File: src/rtl/framed_packet_deframer_unit_macros.svh
// Assertion macros for the frame deframer.
// Included by the top level; no other dependencies.
`ifndef FRAMED_PACKET_DEFRAMER_UNIT_MACROS_SVH
`define FRAMED_PACKET_DEFRAMER_UNIT_MACROS_SVH

`ifndef SYNTH
// same-cycle implication
`define FPD_ASSERT_NOW(lbl, clk, rst_n, ante, cons) \
    lbl: assert property (@(posedge clk) disable iff (!rst_n) (ante) |-> (cons)) \
        else $error("assertion failed");
// next-cycle implication
`define FPD_ASSERT_NEXT(lbl, clk, rst_n, ante, cons) \
    lbl: assert property (@(posedge clk) disable iff (!rst_n) (ante) |=> (cons)) \
        else $error("assertion failed");
`else
`define FPD_ASSERT_NOW(lbl, clk, rst_n, ante, cons)
`define FPD_ASSERT_NEXT(lbl, clk, rst_n, ante, cons)
`endif

`endif

File: src/rtl/fpd_pkg.sv
// Shared types and constants for the frame deframer.
// No dependencies.
package fpd_pkg;

    localparam logic [7:0]  HDR_LOW_BYTE  = 8'hFF;
    localparam logic [7:0]  HDR_HIGH_BYTE = 8'hFE;
    localparam logic [23:0] MAX_LEN_RESET = 24'd4096;
    localparam logic [31:0] LEN_OVERHEAD  = 32'd4;

    localparam logic KIND_DATA = 1'b0;
    localparam logic KIND_END  = 1'b1;

    localparam logic [1:0] STATUS_OK        = 2'd0;
    localparam logic [1:0] STATUS_BAD_SUM   = 2'd1;
    localparam logic [1:0] STATUS_SHORT_LEN = 2'd2;
    localparam logic [1:0] STATUS_LONG_LEN  = 2'd3;

    typedef struct packed {
        logic        kind;
        logic [7:0]  payload_byte;
        logic [15:0] command_code;
        logic [23:0] payload_length;
        logic [1:0]  frame_status;
    } t_result;

endpackage

File: src/rtl/fpd_parser.sv
// Frame parse state and the per-byte next-state and result logic.
// Depends on fpd_pkg.
module fpd_parser (
    input  logic             i_clk,
    input  logic             i_rst_n,
    input  logic             i_consume,
    input  logic [7:0]       i_byte,
    input  logic [23:0]      i_max_len,
    output logic             o_res_valid,
    output fpd_pkg::t_result o_res
);

    typedef enum logic [2:0] {
        PH_HUNT    = 3'd0,
        PH_LEN     = 3'd1,
        PH_CMD     = 3'd2,
        PH_PAYLOAD = 3'd3,
        PH_SUM     = 3'd4
    } t_phase;

    t_phase      r_phase, n_phase;
    logic        r_hdr_seen, n_hdr_seen;
    logic [1:0]  r_idx, n_idx;
    logic [23:0] r_len_lo, n_len_lo;
    logic [15:0] r_cmd, n_cmd;
    logic [15:0] r_sum, n_sum;
    logic [7:0]  r_rx_sum_lo, n_rx_sum_lo;
    logic [23:0] r_remain, n_remain;
    logic [23:0] r_plen, n_plen;

    logic [31:0] w_len;
    logic [31:0] w_len_m4;
    logic [23:0] w_remain_dec;

    assign w_len        = {i_byte, r_len_lo};
    assign w_len_m4     = w_len - fpd_pkg::LEN_OVERHEAD;
    assign w_remain_dec = r_remain - 24'd1;

    always_comb begin
        n_phase     = r_phase;
        n_hdr_seen  = r_hdr_seen;
        n_idx       = r_idx;
        n_len_lo    = r_len_lo;
        n_cmd       = r_cmd;
        n_sum       = r_sum;
        n_rx_sum_lo = r_rx_sum_lo;
        n_remain    = r_remain;
        n_plen      = r_plen;
        o_res_valid = 1'b0;
        o_res       = '0;
        case (r_phase)
            PH_LEN: begin
                case (r_idx)
                    2'd0: n_len_lo[7:0]   = i_byte;
                    2'd1: n_len_lo[15:8]  = i_byte;
                    2'd2: n_len_lo[23:16] = i_byte;
                    default: n_len_lo     = r_len_lo;
                endcase
                if (r_idx != 2'd3) begin
                    n_idx = r_idx + 2'd1;
                end else if (w_len < fpd_pkg::LEN_OVERHEAD) begin
                    o_res_valid        = 1'b1;
                    o_res.kind         = fpd_pkg::KIND_END;
                    o_res.frame_status = fpd_pkg::STATUS_SHORT_LEN;
                    n_phase            = PH_HUNT;
                    n_hdr_seen         = 1'b0;
                    n_idx              = 2'd0;
                end else if (w_len > {8'd0, i_max_len}) begin
                    o_res_valid        = 1'b1;
                    o_res.kind         = fpd_pkg::KIND_END;
                    o_res.frame_status = fpd_pkg::STATUS_LONG_LEN;
                    n_phase            = PH_HUNT;
                    n_hdr_seen         = 1'b0;
                    n_idx              = 2'd0;
                end else begin
                    n_remain = w_len_m4[23:0];
                    n_plen   = w_len_m4[23:0];
                    n_idx    = 2'd0;
                    n_cmd    = '0;
                    n_phase  = PH_CMD;
                end
            end
            PH_CMD: begin
                if (r_idx == 2'd0) begin
                    n_cmd = {8'd0, i_byte};
                    n_idx = 2'd1;
                end else begin
                    n_cmd   = {i_byte, r_cmd[7:0]};
                    n_idx   = 2'd0;
                    n_sum   = '0;
                    n_phase = (r_remain == 24'd0) ? PH_SUM : PH_PAYLOAD;
                end
            end
            PH_PAYLOAD: begin
                n_sum    = r_sum + {8'd0, i_byte};
                n_remain = w_remain_dec;
                if (w_remain_dec == 24'd0) begin
                    n_idx   = 2'd0;
                    n_phase = PH_SUM;
                end
                o_res_valid        = 1'b1;
                o_res.kind         = fpd_pkg::KIND_DATA;
                o_res.payload_byte = i_byte;
            end
            PH_SUM: begin
                if (r_idx == 2'd0) begin
                    n_rx_sum_lo = i_byte;
                    n_idx       = 2'd1;
                end else begin
                    o_res_valid          = 1'b1;
                    o_res.kind           = fpd_pkg::KIND_END;
                    o_res.command_code   = r_cmd;
                    o_res.payload_length = r_plen;
                    o_res.frame_status   = ({i_byte, r_rx_sum_lo} == r_sum) ?
                                           fpd_pkg::STATUS_OK : fpd_pkg::STATUS_BAD_SUM;
                    n_phase              = PH_HUNT;
                    n_hdr_seen           = 1'b0;
                    n_idx                = 2'd0;
                end
            end
            default: begin
                // header hunt: FF arms, FE after FF starts a frame
                if (r_hdr_seen && i_byte == fpd_pkg::HDR_HIGH_BYTE) begin
                    n_hdr_seen = 1'b0;
                    n_idx      = 2'd0;
                    n_len_lo   = '0;
                    n_phase    = PH_LEN;
                end else begin
                    n_phase    = PH_HUNT;
                    n_hdr_seen = (i_byte == fpd_pkg::HDR_LOW_BYTE);
                end
            end
        endcase
    end

    always_ff @(posedge i_clk) begin
        if (!i_rst_n) begin
            r_phase     <= PH_HUNT;
            r_hdr_seen  <= 1'b0;
            r_idx       <= 2'd0;
            r_len_lo    <= '0;
            r_cmd       <= '0;
            r_sum       <= '0;
            r_rx_sum_lo <= '0;
            r_remain    <= '0;
            r_plen      <= '0;
        end else if (i_consume) begin
            r_phase     <= n_phase;
            r_hdr_seen  <= n_hdr_seen;
            r_idx       <= n_idx;
            r_len_lo    <= n_len_lo;
            r_cmd       <= n_cmd;
            r_sum       <= n_sum;
            r_rx_sum_lo <= n_rx_sum_lo;
            r_remain    <= n_remain;
            r_plen      <= n_plen;
        end
    end

endmodule

File: src/rtl/fpd_out_fifo.sv
// Two-entry result queue that decouples the parser from output stalls.
// Depends on fpd_pkg.
module fpd_out_fifo (
    input  logic             i_clk,
    input  logic             i_rst_n,
    input  logic             i_push,
    input  fpd_pkg::t_result i_data,
    input  logic             i_pop,
    output logic             o_can_push,
    output logic             o_valid,
    output fpd_pkg::t_result o_data
);

    fpd_pkg::t_result r_mem [2];
    logic       r_wr_ptr, n_wr_ptr;
    logic       r_rd_ptr, n_rd_ptr;
    logic [1:0] r_count, n_count;
    logic       w_pop;

    assign o_can_push = (r_count != 2'd2);
    assign o_valid    = (r_count != 2'd0);
    assign o_data     = r_mem[r_rd_ptr];
    assign w_pop      = i_pop && o_valid;

    always_comb begin
        n_wr_ptr = i_push ? ~r_wr_ptr : r_wr_ptr;
        n_rd_ptr = w_pop ? ~r_rd_ptr : r_rd_ptr;
        n_count  = r_count + {1'b0, i_push} - {1'b0, w_pop};
    end

    always_ff @(posedge i_clk) begin
        if (i_push) begin
            r_mem[r_wr_ptr] <= i_data;
        end
    end

    always_ff @(posedge i_clk) begin
        if (!i_rst_n) begin
            r_wr_ptr <= 1'b0;
            r_rd_ptr <= 1'b0;
            r_count  <= 2'd0;
        end else begin
            r_wr_ptr <= n_wr_ptr;
            r_rd_ptr <= n_rd_ptr;
            r_count  <= n_count;
        end
    end

endmodule

File: src/rtl/framed_packet_deframer_unit.sv
// Top level of the frame deframer: input holding register, parser, result queue.
// Depends on fpd_pkg, fpd_parser, fpd_out_fifo and the assertion macro header.
//
//   channel   direction  handshake                    payload
//   in        sink       i_in_valid / o_in_stall      i_rx_byte
//   out       source     o_out_valid / i_out_stall    o_result_kind .. o_frame_status
//   cfg       sink       i_cfg_valid / o_cfg_ready    i_cfg_data (max frame length)
//
// One byte per cycle sustained while the result queue has room; each byte is registered in the
// input holding register and its result in the queue, from which the result is presented.
// The parse step is one level of logic between the input register and the queue.
// Reset clears the parse state and sets the length limit to 4096.
// An output stall is absorbed by the two-entry queue; input stalls only when it fills.
`include "framed_packet_deframer_unit_macros.svh"

module framed_packet_deframer_unit (
    input  logic        i_clk,
    input  logic        i_rst_n,
    input  logic        i_in_valid,
    output logic        o_in_stall,
    input  logic [7:0]  i_rx_byte,
    output logic        o_out_valid,
    input  logic        i_out_stall,
    output logic        o_result_kind,
    output logic [7:0]  o_payload_byte,
    output logic [15:0] o_command_code,
    output logic [23:0] o_payload_length,
    output logic [1:0]  o_frame_status,
    input  logic        i_cfg_valid,
    output logic        o_cfg_ready,
    input  logic [23:0] i_cfg_data
);

    logic             r_in_valid, n_in_valid;
    logic [7:0]       r_in_byte;
    logic [23:0]      r_max_len;
    logic             w_can_push;
    logic             w_consume;
    logic             w_res_valid;
    logic             w_push;
    logic             w_in_xfer;
    logic             w_out_data;
    fpd_pkg::t_result w_res;
    fpd_pkg::t_result w_out;

    assign o_cfg_ready = 1'b1;
    assign w_consume   = r_in_valid && w_can_push;
    assign o_in_stall  = r_in_valid && !w_can_push;
    assign w_in_xfer   = i_in_valid && !o_in_stall;
    assign w_push      = w_consume && w_res_valid;

    always_comb begin
        n_in_valid = r_in_valid;
        if (w_in_xfer) begin
            n_in_valid = 1'b1;
        end else if (w_consume) begin
            n_in_valid = 1'b0;
        end
    end

    always_ff @(posedge i_clk) begin
        if (!i_rst_n) begin
            r_in_valid <= 1'b0;
            r_max_len  <= fpd_pkg::MAX_LEN_RESET;
        end else begin
            r_in_valid <= n_in_valid;
            if (i_cfg_valid && o_cfg_ready) begin
                r_max_len <= i_cfg_data;
            end
        end
    end

    // hold the byte while the queue is full
    always_ff @(posedge i_clk) begin
        if (w_in_xfer) begin
            r_in_byte <= i_rx_byte;
        end
    end

    fpd_parser u_parser (
        .i_clk       (i_clk),
        .i_rst_n     (i_rst_n),
        .i_consume   (w_consume),
        .i_byte      (r_in_byte),
        .i_max_len   (r_max_len),
        .o_res_valid (w_res_valid),
        .o_res       (w_res)
    );

    fpd_out_fifo u_out_fifo (
        .i_clk      (i_clk),
        .i_rst_n    (i_rst_n),
        .i_push     (w_push),
        .i_data     (w_res),
        .i_pop      (!i_out_stall),
        .o_can_push (w_can_push),
        .o_valid    (o_out_valid),
        .o_data     (w_out)
    );

    assign o_result_kind    = w_out.kind;
    assign o_payload_byte   = w_out.payload_byte;
    assign o_command_code   = w_out.command_code;
    assign o_payload_length = w_out.payload_length;
    assign o_frame_status   = w_out.frame_status;

    assign w_out_data = o_out_valid && (o_result_kind == fpd_pkg::KIND_DATA);

    `FPD_ASSERT_NEXT(a_held_byte_stable, i_clk, i_rst_n, o_in_stall, $stable(r_in_byte))
    `FPD_ASSERT_NEXT(a_push_shows_valid, i_clk, i_rst_n, w_push, o_out_valid)
    `FPD_ASSERT_NOW(a_data_status_ok, i_clk, i_rst_n, w_out_data, o_frame_status == fpd_pkg::STATUS_OK)

endmodule

File: config.mk
export PLATFORM = sky130hd
export DESIGN_NAME = framed_packet_deframer_unit
export DESIGN_NICKNAME = d
export VERILOG_FILES = /design/src/rtl/fpd_pkg.sv /design/src/rtl/fpd_parser.sv /design/src/rtl/fpd_out_fifo.sv /design/src/rtl/framed_packet_deframer_unit.sv
export VERILOG_INCLUDE_DIRS = /design/src /design/src/rtl
export SDC_FILE = /design/constraint.sdc
export NUM_CORES = 1
export LEC_CHECK = 0
export ABC_AREA = 1
export BUFFER_PORTS_ARGS = -buffer_cell sky130_fd_sc_hd__buf_2
export CORE_AREA = 2 2 155 157
export CTS_BUF_LIST = sky130_fd_sc_hd__clkbuf_2 sky130_fd_sc_hd__clkbuf_4 sky130_fd_sc_hd__clkbuf_8
export DETAILED_ROUTE_END_ITERATION = 7
export DIE_AREA = 0 0 157 159
export PLACE_DENSITY = 0.87
export SKIP_CTS_REPAIR_TIMING = 1
export SLEW_MARGIN = 20
export SYNTH_ARGS = -nofsm -noshare
export SYNTH_HDL_FRONTEND = slang
export SYNTH_SLANG_ARGS = --single-unit
File: constraint.sdc
create_clock -name i_clk -period 4.5 [get_ports i_clk]
set_clock_uncertainty 0.2 [all_clocks]
set_input_delay 0.225 -clock i_clk [delete_from_list [all_inputs] [get_ports i_clk]]
set_output_delay 0.225 -clock i_clk [all_outputs]
set_load 0.005 [all_outputs]
Word-level counts from Yosys, hierarchy flattened
Memory sizes are Yosys's and may differ from the RTL's. A register that Yosys moved wholly into a read port is not among the register bits. Cells that the tools add are included.

Output and inout bits: 54. Logic and storage cells: 146. Memory bits (writable): 102. Bits of input ports: 37. Register bits: 155. Memories kept: 1.

Bitwise gates (word level): 7. Add/subtract/negate cells: 6. Equal/unequal tests: 22. Reduce and logical (&&, ||, !) cells: 34. $lt $le $gt $ge: 2. Multiplexer cells: 56.

Memory list: u_out_fifo.r_mem (words 2, width 51, rd ports 1, clocked after memory_dff 1, write ports 1, line fpd_out_fifo.sv:14) `fpd_pkg::t_result r_mem [2];`.

Operators by type and width (count): $mux W24 (4); $pmux W24 S2 (2); $mux W16 (5); $pmux W16 S2 (2); $logic_not A24 Y1 (2); $mux W42 (1); $mux W40 (1); $gt A32 B24 Y1 (1); $lt A32 B3 Y1 const B (1); $mux W8 (4); $reduce_and A5 Y1 (5); $sub A24 B1 Y24 const B (1); $sub A24 B3 Y24 const B (1); $mux W1 (18); $mux W3 (6); $ne A2 B2 Y1 const B (9); $add A16 B8 Y16 (1); $eq A16 B16 Y1 (1); $eq A8 B8 Y1 const B (2); $mux W2 (7); $pmux W3 S4 (1); $reduce_and A4 Y1 (3); $reduce_bool A2 Y1 (6); $reduce_and A3 Y1 (3); other kinds (22) (40).

Longest topological paths before layout
Gate-level depths: netlist of run 1.

Depth after elaboration: 8. Mapped depth: 24. Depth with buffers taken out: 24.

By module
From an unflattened synthesis of run 1, not the netlist that was laid out.

Cell total of the unflattened synthesis: 1576. Area, all modules: 13177.6 um2.

By module, submodules not included: fpd_parser (cells an instance 1255, area each 7853.8 um2, instances 1, sequential area each 2362.3 um2); fpd_out_fifo (cells an instance 195, area each 4174.0 um2, instances 1, sequential area each 3163.0 um2); framed_packet_deframer_unit (cells an instance 126, area each 1149.9 um2, instances 1, sequential area each 740.7 um2).

Least setup slack after synthesis of run 1
No wires, ideal clock.

Path type: register to register. Start point: reg r_in_byte[1]. End point: mem u_out_fifo.r_mem[0][0] (netlist name) (enable). Buffers on the path: 0. Required time: 3840 ps. Slack: 159 ps. Clock period less this slack: 4341 ps. Stages on the path, launching flop included: 14. Arrival: 3681 ps. Library setup time: 460 ps. Cells stage by stage: edfxtp_1 > inv_2 > nand2_1 > nor3_2 > nand2_1 > nor3_1 > nand2_1 > nand2_1 > nand2_1 > nand2_1 > nand2_1 > nand2_1 > nand2_1 > nor2_1.

Word-level cells in the longest chain between the ends: 8. Elaborated cells between the ends (all ways): 9. Those cells by class: order compare (2); mux (6); reduce/logical (1).

RTL lines: from (decl) (line framed_packet_deframer_unit.sv:35) `logic [7:0] r_in_byte;`; from (signal assigned) (line framed_packet_deframer_unit.sv:76) `r_in_byte <= i_rx_byte;`; $gt A32 B24 Y1 (line fpd_parser.sv:68) `end else if (w_len > {8'd0, i_max_len}) begin`; $mux W1 (line fpd_parser.sv:68); $mux W1 * (line fpd_parser.sv:61) `end else if (w_len < fpd_pkg::LEN_OVERHEAD) begin`; $mux W1 * (line fpd_parser.sv:59) `if (r_idx != 2'd3) begin`; $pmux W1 S3 * (line fpd_parser.sv:51) `case (r_phase)`; $logic_and A1 B1 Y1 * (line framed_packet_deframer_unit.sv:50) `assign w_push = w_consume && w_res_valid;`; $mux W1 * (line fpd_out_fifo.sv:32) `if (i_push) begin`; $mux W1 (not written as such) * (line fpd_out_fifo.sv:33) `r_mem[r_wr_ptr] <= i_data;`; to (decl) (line fpd_out_fifo.sv:14).

Mark *: on every way between the ends. The rest lies on a longest branch, timed or not.

Worst setup path in the final report of run 1
Start point: reg r_in_byte[1]. End point: mem u_out_fifo.r_mem[0][26] (netlist name) (enable).

Same word-level chain as after synthesis.

==> flow_summary.ini, run 1 <==
[status]
status = finished clean

[cts]
cts.clk_slew.worst_paths_ns = 0.06
tritoncts = done
cts_max_level = 2
cts_buffers = 41
tritoncts_num_sinks = 258
root_buffer = clkbuf_8
worstSkewPairLatency_ns = 0.55
clock_path_buffers = 3

[critical_path]
crit_path_cell_trace = inv_2 -> nand2_1 -> nor3_2 -> nand2_1 -> nor3_1 -> nand2_1 -> nand2_1 -> nand2_1 -> nand2_1 -> nand2_1 -> nand2_1 -> nand2_1 -> nor2_4 -> buf_4
crit_top_cell = nand2_1
r2r_end = u_out_fifo.r_mem[0][26]$_DFFE_PP_
cp.required_ns = 4.48
crit_slowest_cell = buf_4
start_kind = flip-flop
crit_arrival_ns = 3.55
worstSetupPathType = flip-flop to flip-flop
worst_setup_path_end_kind = flip-flop
rrSetupSlack_ns = 0.93
crit_buf_inv = 2
cp_max_fo = 38
r2r_start = r_in_byte[1]$_DFFE_PP_
cpPeakStageDelay_ns = 0.51
path_delay_family = simple AND/OR/NAND/NOR gates
worstRegToRegCells = 14

[global_route]
grt_use_total_pct = 24.50
grt_pass1_wl_um = 49460
grt_start_max_net_pins = 57
antenna_found_initial = 0
grt_pass1_vias = 10060
grt-ovfl-total = 0

[layout]
layout_commonest_cell = nand2_1
layout_common_cells = nand2_1, nor2_1, a21oi_1
multi_input_area_um2 = 5548
diodes = 0
num-fill-cells = 1866
seq_area_um2 = 6270
area_growth_pct = 15.21
finalInstanceArea_um2 = 14610
layout-drive-gt1-share_pct = 16.34
finalNetCount = 1719
fin_util_pct = 63.00

[sta]
post-route-period-util_pct = 79.28
setup_viol = 0
drv_slew = 0
max_freq_mhz = 280.3
period_needed_ns = 3.567
layout_setup_ws_ns = 0.9326
fin_tns_setup_ns = 0
hold_viol = 0
maxSlewHeadroom_pct = 36.95
rsz0062_at_grt = false
worst_slew_pin_slew_ns = 0.9399
hold_ws_ns = 0.06441

[power_and_ir_drop]
power_frac_clock_pct = 33.8
power_frac_comb_pct = 24.1
p_seq_share_pct = 42.1
p_int_mw = 4.331
switching_share_pct = 31.55
p_leak_nw = 5.938
peakVddDrop_uv = 193.1
power.density_nw_per_um2 = 433.1
switchingPower_mw = 1.996

[synthesis]
ys_seq_elements = 258
yosysTopAreaCell = edfxtp_1
syn_area_per_cell_um2 = 8.354
yosys.area.top_type_share_pct = 26.05
yosysUniqueCellTypes = 44
synth_cells = 1518
synth_area_leaders = edfxtp_1, dfxtp_1, nand2_1, a21oi_1, nor2_1
yosysSeqAreaShare_pct = 49.41
ys_warn_count = 0
synth_nets = 1597
syn_area_um2 = 12680

[place]
placed_area_um2 = 13350
dp_hpwl_um = 21310
numPortBuffers = 89
gp_congestion = 1.008
pre_cts_ws_ns = 1.070

[detailed_routing]
drt_pass1_iterations = 5
drt-initial-drc-count = 1019
route.detailed.wl_per_inst_um = 15.57
drc_errors = 0
viasPerCell = 5.445
num_vias = 10840
final_antenna_net_count = 0
routed_wl_um = 30980

[worst_hold_path]
hold-path-cell-count = 3
min_to = u_out_fifo.r_count[0]$_SDFF_PN0_
hp-start = i_rst_n
worst_hold_path_type = input pin to flip-flop

[floorplan]
die_area_um2 = 24960
io_pins = 91
core_region_area_um2 = 23190
die_h_um = 159
die_w_um = 157
rows = 56
initial_utilization_pct = 54.68

[job]
cap_violations = 0
[area by class of cell]
cell class              instances  area share, %
repair buffers                133          5.943
flip-flops and latches        258          42.91
inverters                     169          4.342
clock buffers                  69          5.686
multi-input cells            1037          37.97
well taps                     319          2.732
clock inverters                 5         0.4111
[how the worst max path moves through the flow]
stage,startpoint,endpoint,slack [ns],cells past startpoint
after detailed placement,r_in_byte[1]$_DFFE_PP_,u_out_fifo.r_mem[0][8]$_DFFE_PP_,1.07,14
after global placement,r_in_byte[1]$_DFFE_PP_,u_out_fifo.r_mem[0][12]$_DFFE_PP_,1.20,14
after CTS,r_in_byte[1]$_DFFE_PP_,u_out_fifo.r_mem[0][50]$_DFFE_PP_,1.03,14
after floorplan,r_in_byte[1]$_DFFE_PP_,u_out_fifo.r_mem[0][0]$_DFFE_PP_,0.16,13
final,r_in_byte[1]$_DFFE_PP_,u_out_fifo.r_mem[0][26]$_DFFE_PP_,0.93,14
after global routing,r_in_byte[1]$_DFFE_PP_,u_out_fifo.r_mem[0][10]$_DFFE_PP_,0.75,14
[per-stage QoR]
stage               total power, mW  instances
finish                        6.327       1990
global route                  6.643       1990
CTS                           6.301       1953
detailed placement            4.169       1879
global placement              4.144       1879
floorplan                     3.733       1518
[kinds of logic after synthesis]
kind of cell    Yosys count  share of synthesized area, %
xor+xnor                 34                         2.348
compound gates          280                         11.64
other cells               1                       0.02957
fa+ha+maj                42                         4.203
flops                   258                         49.41
simple gates            629                         20.94
buf+inv                 223                         6.897
mux                      51                         4.529
[registers in the layout, indices dropped and copies added (netlist names), 16 cells and up, named ones only]
register,cells
r_max_len,24
u_parser.r_len_lo,24
u_parser.r_plen,24
u_parser.r_remain,24
u_out_fifo.r_mem,102
u_parser.r_cmd,16
u_parser.r_sum,16
[tightest hold or removal path, delay by kind of cell]
| kind | cells | cell delay [ns] |
|---|---|---|
| buffers and inverters | 2 | 0.38 |
| AND/OR/NAND/NOR | 1 | 0.15 |
[routing by layer]
layer  up-vias  routed length (um)  GRT usage [%]
li1       5274                   -              -
met1      5053               13780          33.79
met2       445               14080          39.11
met3        64                2404          4.573
met4         0                 719          7.840
met5         -                   0              0
[power by group through the flow]
stage / combinational (mW) / sequential, mW / clock (mW)
final: 1.52 / 2.66 / 2.14
after global placement: 1.44 / 2.71 / 0
after CTS: 1.48 / 2.66 / 2.16
after detailed placement: 1.46 / 2.71 / 0
after floorplan: 1.11 / 2.63 / 0
after global routing: 1.70 / 2.68 / 2.26
[synth_stat cells, drive strengths merged]
master    n
a211oi    1
a21o      2
a21oi   149
a31oi     6
a32oi     2
buf      24
clkbuf   30
clkinv    2
conb      1
dfxtp   148
edfxtp  110
fa        1
ha       41
inv     167
mux2     51
nand2   320
nand3    42
nand3b    4
nand4    26
nor2    208
nor3     22
nor4      4
o211ai    1
o21a     13
o21ai   104
o221ai    1
o22ai     1
or2       3
xnor2    13
xor2     21
Note: power is estimated with default switching activity, not from simulation.
==> run 2, diff against run 1 <==
ABC_AREA = 0   (was 1)
PLACE_DENSITY = 0.84   (was 0.87)
clock period = 3.7 ns   (was 4.5 ns; I/O delays follow)
==> run 2 against run 1 <==
  * Core utilization rose by 0.87 points
  * Flip-flop and latch count is the same
  * Via count fell by 5.1%
  * Count of clock-buffer cells in the layout decreased by 8
  * Wire length up 2.6%
  * Register-to-register slack got worse by 0.80 ns
  * Total power grew 4.7%
  * Non-clock buffer count increased by 35
  * Final cell count down 14%
  * Clock power increased by 15%
  * Die area unchanged
  * Largest cell class unchanged
  * Highest routed layer unchanged
==> flow_summary.ini, run 2 <==
[critical_path]
cpPeakStageDelay_ns = 0.64
worst_setup_path_end_kind = flip-flop
crit_path_cell_trace = or4_1 -> or4b_1 -> or4_4 -> a31o_4 -> ha_1 -> inv_1 -> ha_1 -> xor2_1 -> xnor2_1 -> nor2_1
worstSetupPathType = flip-flop to flip-flop
start_kind = flip-flop
cp.required_ns = 3.91
cp_max_fo = 6
crit_slowest_cell = or4_1
crit_arrival_ns = 3.78
crit_top_cell = ha_1

[detailed_routing]
top_layer = met4
route.met3.wl_um = 2784
drc_errors = 0
final_antenna_net_count = 0
route.detailed.wl_per_inst_um = 18.50
wl_met1_um = 13020
met2_length_um = 14760
routed_wl_um = 31790
drt_pass1_iterations = 6
drt-initial-drc-count = 1136
num_vias = 10280
viasPerCell = 5.983

[synthesis]
syn_area_per_cell_um2 = 10.20
syn_area_um2 = 12700
yosysTopAreaCell = edfxtp_1
synthTopCellsByCount = dfxtp_1, nor2_1, edfxtp_1
synth_nets = 1325
synthMostInstantiatedCell = dfxtp_1
yosysUniqueCellTypes = 81
ys.flop_type = dfxtp_1
ys_seq_elements = 258
synth_cells = 1246
yosys.area.top_type_share_pct = 26.00
synth-edff-count = 110
synthArstFlopShare_pct = 0
yosysSeqAreaShare_pct = 49.32
synth_area_leaders = edfxtp_1, dfxtp_1, mux2_2, mux2i_1, nor2_1
ys_warn_count = 0

[cts]
cts.clk_slew.worst_paths_ns = 0.06
cts_max_level = 2
tritoncts = done
tritoncts_num_sinks = 258
cts_buffers = 40
worstSkewPairLatency_ns = 0.55
root_buffer = clkbuf_8
clock_path_buffers = 3

[power_and_ir_drop]
power.total_mw = 6.625
power.density_nw_per_um2 = 447.3
p_leak_nw = 5.796
peakVddDrop_uv = 212.5

[sta]
hold_ws_ns = 0.07411
maxSlewHeadroom_pct = 48.05
fin_tns_setup_ns = 0
worst_slew_pin_slew_ns = 0.7782
drv_slew = 0
period_needed_ns = 3.566
max_freq_mhz = 280.4
setup_viol = 0
post-route-period-util_pct = 96.39
hold_viol = 0
layout_setup_ws_ns = 0.1337

[layout]
largest-register = u_out_fifo.r_mem
area_growth_pct = 16.58
finalNetCount = 1449
largest_reg_flops = 102
layout-drive-gt1-share_pct = 20.50
finalInstanceArea_um2 = 14810
layout_common_cells = dfxtp_1, nor2_1, edfxtp_1
diodes = 0
layout_commonest_cell = dfxtp_1

[global_route]
grt_pass1_vias = 9664
grt_pass1_wl_um = 49340
grt-ovfl-total = 0
grt_start_max_net_pins = 112
grt_use_total_pct = 24.50
antenna_found_initial = 0

[job]
cap_violations = 0

[worst_hold_path]
worst_hold_path_type = input pin to flip-flop

[floorplan]
core_region_area_um2 = 23190
rows = 56
die_h_um = 159
initial_utilization_pct = 54.78
die_w_um = 157
io_pins = 91
die_area_um2 = 24960

[place]
placed_area_um2 = 13610
numPortBuffers = 89
dp_hpwl_um = 20880
gp_congestion = 0.9821
pre_cts_ws_ns = 0.1847

[status]
status = finished clean
run 2: cell count changes after synthesis, moves of 25 or more:
cell      delta
clkbuf_1    +36
o21ai_0     -72
a21oi_1     -96
and3_1      +25
inv_1      -106
and2_1      +47
mux2i_1     +56
nor2_1      -59
nand2_1    -234
run 2: path summary, 6_finish.rpt:
check / endpoint / startpoint / cells after the start / slack, ns
setup / recovery: u_out_fifo.r_count[1]$_SDFF_PN0_ / u_parser.r_len_lo[10]$_SDFFE_PN0P_ / 10 / 0.13
hold / removal: r_max_len[4]$_SDFFE_PN0P_ / i_cfg_valid / 3 / 0.07
setup reg to reg: u_out_fifo.r_count[1]$_SDFF_PN0_ / u_parser.r_len_lo[10]$_SDFFE_PN0P_ / 10 / 0.13
hold reg to reg: u_parser.r_cmd[15]$_SDFFE_PN0P_ / u_parser.r_cmd[15]$_SDFFE_PN0P_ / 2 / 0.25
run 2: cell type report:
type,count,area [um^2]
repair buffers,168,1176
inverters,43,162.7
clock inverters,11,80.08
flip-flops and latches,258,6270
clock buffers,61,758.2
well taps,319,399.1
multi-input cells,859,5966
fillers,1709,8381
run 2: layer usage:
| metal | vias to the layer above | track usage, % |
|---|---|---|
| li1 | 4766 | - |
| met1 | 4876 | 32.35 |
| met2 | 544 | 38.92 |
| met3 | 98 | 4.899 |
| met4 | 0 | 11.09 |
| met5 | - | 0 |
run 2: kinds of logic (layout without fill, tap and decap cells):
logic type | after synthesis | in the layout | synth area share (%)
fa+ha+maj | 42 | 42 | 4.195
other cells | 1 | 1 | 0.02952
mux | 108 | 108 | 9.021
buf+inv | 129 | 283 | 4.235
compound gates | 213 | 213 | 12.02
simple gates | 440 | 440 | 17.39
flops | 258 | 258 | 49.32
xor+xnor | 55 | 55 | 3.792
run 2: through the flow:
stage          cells  utilization [%]
6_report        1719            63.86
5_1_grt         1719            63.86
4_1_cts         1684            62.30
3_5_place_dp    1612            58.68
3_3_place_gp    1612            58.68
2_1_floorplan   1246                -
run 2: worst max-delay path: cells and delay by family, from the launching register on:
family,cells,cell delay [ns]
AO/OA/AOI/OAI,1,0.29
AND/OR/NAND/NOR,4,1.79
adder cells (fa/ha/maj),2,0.41
buffers and inverters,1,0.06
XOR/XNOR,2,0.31
flip-flops,1,0.37
run 2: power by group:
| part | internal, mW | total, mW | switching [mW] |
|---|---|---|---|
| Clock | 1.38 | 2.47 | 1.09 |
| Sequential | 3.01 | 3.08 | 0.0738 |
| Combinational | 0.511 | 1.07 | 0.562 |
==> run 3, diff against run 2 <==
GPL_TIMING_DRIVEN = 0   (was not set)
SLEW_MARGIN = not set   (was 20)
==> run 3 against run 2 <==
  * The flow now finishes with violations (negative hold slack, negative setup slack)
  * Critical endpoint unchanged
  * Global-route usage is 2.1 points higher
  * Wire length is 11% higher
  * Via count is 2.8% higher
==> flow_summary.ini, run 3 (synthesis gave the netlist of run 2 again) <==
[floorplan]
die_w_um = 157
initial_utilization_pct = 54.78
rows = 56
die_area_um2 = 24960
die_h_um = 159
core_region_area_um2 = 23190
io_pins = 91

[layout]
area_growth_pct = 19.08
layout_commonest_cell = dfxtp_1
layout-drive-gt1-share_pct = 19.14
finalNetCount = 1507
largest_reg_flops = 102
diodes = 0
final_cell_count_no_fill = 1777
largest-register = u_out_fifo.r_mem
finalInstanceArea_um2 = 15130
layout_common_cells = dfxtp_1, nor2_1, edfxtp_1

[sta]
max_freq_mhz = 265.0
post-route-period-util_pct = 102.0
period_needed_ns = 3.774
rsz0062_at_grt = true
layout_setup_ws_ns = -0.07418
drv_slew = 0
hold_viol = 1
maxSlewHeadroom_pct = 16.27
fin_tns_setup_ns = -0.07418
worst_slew_pin_slew_ns = 1.244
hold_ws_ns = -0.03829
setup_viol = 1

[detailed_routing]
routed_wl_um = 35260
drc_errors = 0
drt-initial-drc-count = 1012
drt_pass1_iterations = 6
route.detailed.wl_per_inst_um = 19.84
viasPerCell = 5.950
num_vias = 10570
final_antenna_net_count = 0

[global_route]
antenna_found_initial = 0
grt_use_total_pct = 26.64
grt_start_max_net_pins = 29
grt_pass1_wl_um = 52810
grt-ovfl-total = 0
grt_pass1_vias = 10030

[critical_path]
worstRegToRegCells = 13
worstSetupPathType = flip-flop to flip-flop
crit_buf_inv = 3
worst_setup_path_end_kind = flip-flop
crit_path_cell_trace = inv_2 -> ha_4 -> or4b_4 -> or4b_1 -> buf_2 -> or4_4 -> a31o_4 -> ha_1 -> inv_1 -> ha_1 -> xor2_2 -> xnor2_1 -> nor2_1
crit_top_cell = ha_1
crit_arrival_ns = 3.97
r2r_end = u_out_fifo.r_count[1]$_SDFF_PN0_
cp.required_ns = 3.90
cp.depth = 13
start_kind = flip-flop
cpPeakStageDelay_ns = 0.51
r2r_start = u_parser.r_len_lo[2]$_SDFFE_PN0P_
crit_slowest_cell = or4b_1
rrSetupSlack_ns = -0.07
path_delay_family = simple AND/OR/NAND/NOR gates
cp_max_fo = 6

[cts]
root_buffer = clkbuf_8
cts_buffers = 41
clock_path_buffers = 3
tritoncts_num_sinks = 258
tritoncts = done
worstSkewPairLatency_ns = 0.54
cts.clk_slew.worst_paths_ns = 0.06
cts_max_level = 2

[place]
numPortBuffers = 88
placed_area_um2 = 13640
placed_cells = 1655
pre_cts_ws_ns = -0.5049
gp_congestion = 0.9862
dp_hpwl_um = 23990

[worst_hold_path]
min_to = r_max_len[1]$_SDFFE_PN0P_
worst_hold_path_type = input pin to flip-flop
hold-path-cell-count = 3
hp-start = i_cfg_valid

[power_and_ir_drop]
peakVddDrop_uv = 231.7
p_leak_nw = 5.863
power.density_nw_per_um2 = 452.2
power.total_mw = 6.840

[status]
status = complete, but fails checks
violations = negative hold slack, negative setup slack

[job]
cap_violations = 0
run 3: cell types whose count changed in the layout (fill, tap and decap cells not counted), moves of 3 or more:
cell / before / now
clkbuf_2: 0 / 6
buf_4: 40 / 8
clkinv_1: 5 / 1
clkbuf_1: 0 / 62
dlygate4sd3_1: 35 / 38
buf_2: 89 / 93
buf_6: 0 / 5
buf_1: 0 / 6
run 3: worst register-to-register path, delay by kind of cell, from the launching register on:
family | cells | cell delay (ns)
compound gates | 1 | 0.33
xor+xnor | 2 | 0.30
fa+ha+maj | 3 | 0.62
buf+inv | 3 | 0.29
flops | 1 | 0.39
simple gates | 4 | 1.54
run 3: metal layers:
layer / share of wire (%) / wire length, um / vias up / track usage (%)
met1: 40 / 14030 / 5044 / 34.64
li1: - / - / 4884 / -
met5: 0 / 0 / - / 0
met2: 47 / 16730 / 530 / 42.74
met3: 8.9 / 3122 / 116 / 6.015
met4: 3.9 / 1374 / 0 / 11.30
run 3: final cells by class:
cell class              instances  area [um^2]
multi-input cells             861         6045
plain buffers                  85        376.6
clock inverters                13        145.1
flip-flops and latches        258         6271
inverters                      43        161.4
well taps                     319        399.1
repair buffers                138        985.9
fillers                      1699         8064
clock buffers                  60        744.5
run 3: power breakdown:
group          total, mW  switching, mW  internal, mW
logic               1.15          0.633         0.518
registers           3.05         0.0404          3.01
clock network       2.64           1.13          1.51
run 3: stage by stage:
step / util (%) / hold slack, ns
floorplan: - / 0.08387
global placement: 58.57 / 0.1642
detailed placement: 58.80 / 0.1641
CTS: 62.64 / -0.3923
global route: 65.23 / 0.002287
finish: 65.23 / -0.03829
run 3: worst max path at each step:
stage                                            from                                to
floorplan           u_parser.r_len_lo[3]$_SDFFE_PN0P_  u_out_fifo.r_mem[0][0]$_DFFE_PP_
global placement               r_in_byte[1]$_DFFE_PP_  u_out_fifo.r_mem[0][6]$_DFFE_PP_
detailed placement             r_in_byte[1]$_DFFE_PP_  u_parser.r_plen[22]$_SDFFE_PN0P_
CTS                            r_in_byte[1]$_DFFE_PP_  u_parser.r_plen[20]$_SDFFE_PN0P_
global route        u_parser.r_len_lo[2]$_SDFFE_PN0P_  u_out_fifo.r_count[1]$_SDFF_PN0_
finish              u_parser.r_len_lo[2]$_SDFFE_PN0P_  u_out_fifo.r_count[1]$_SDFF_PN0_
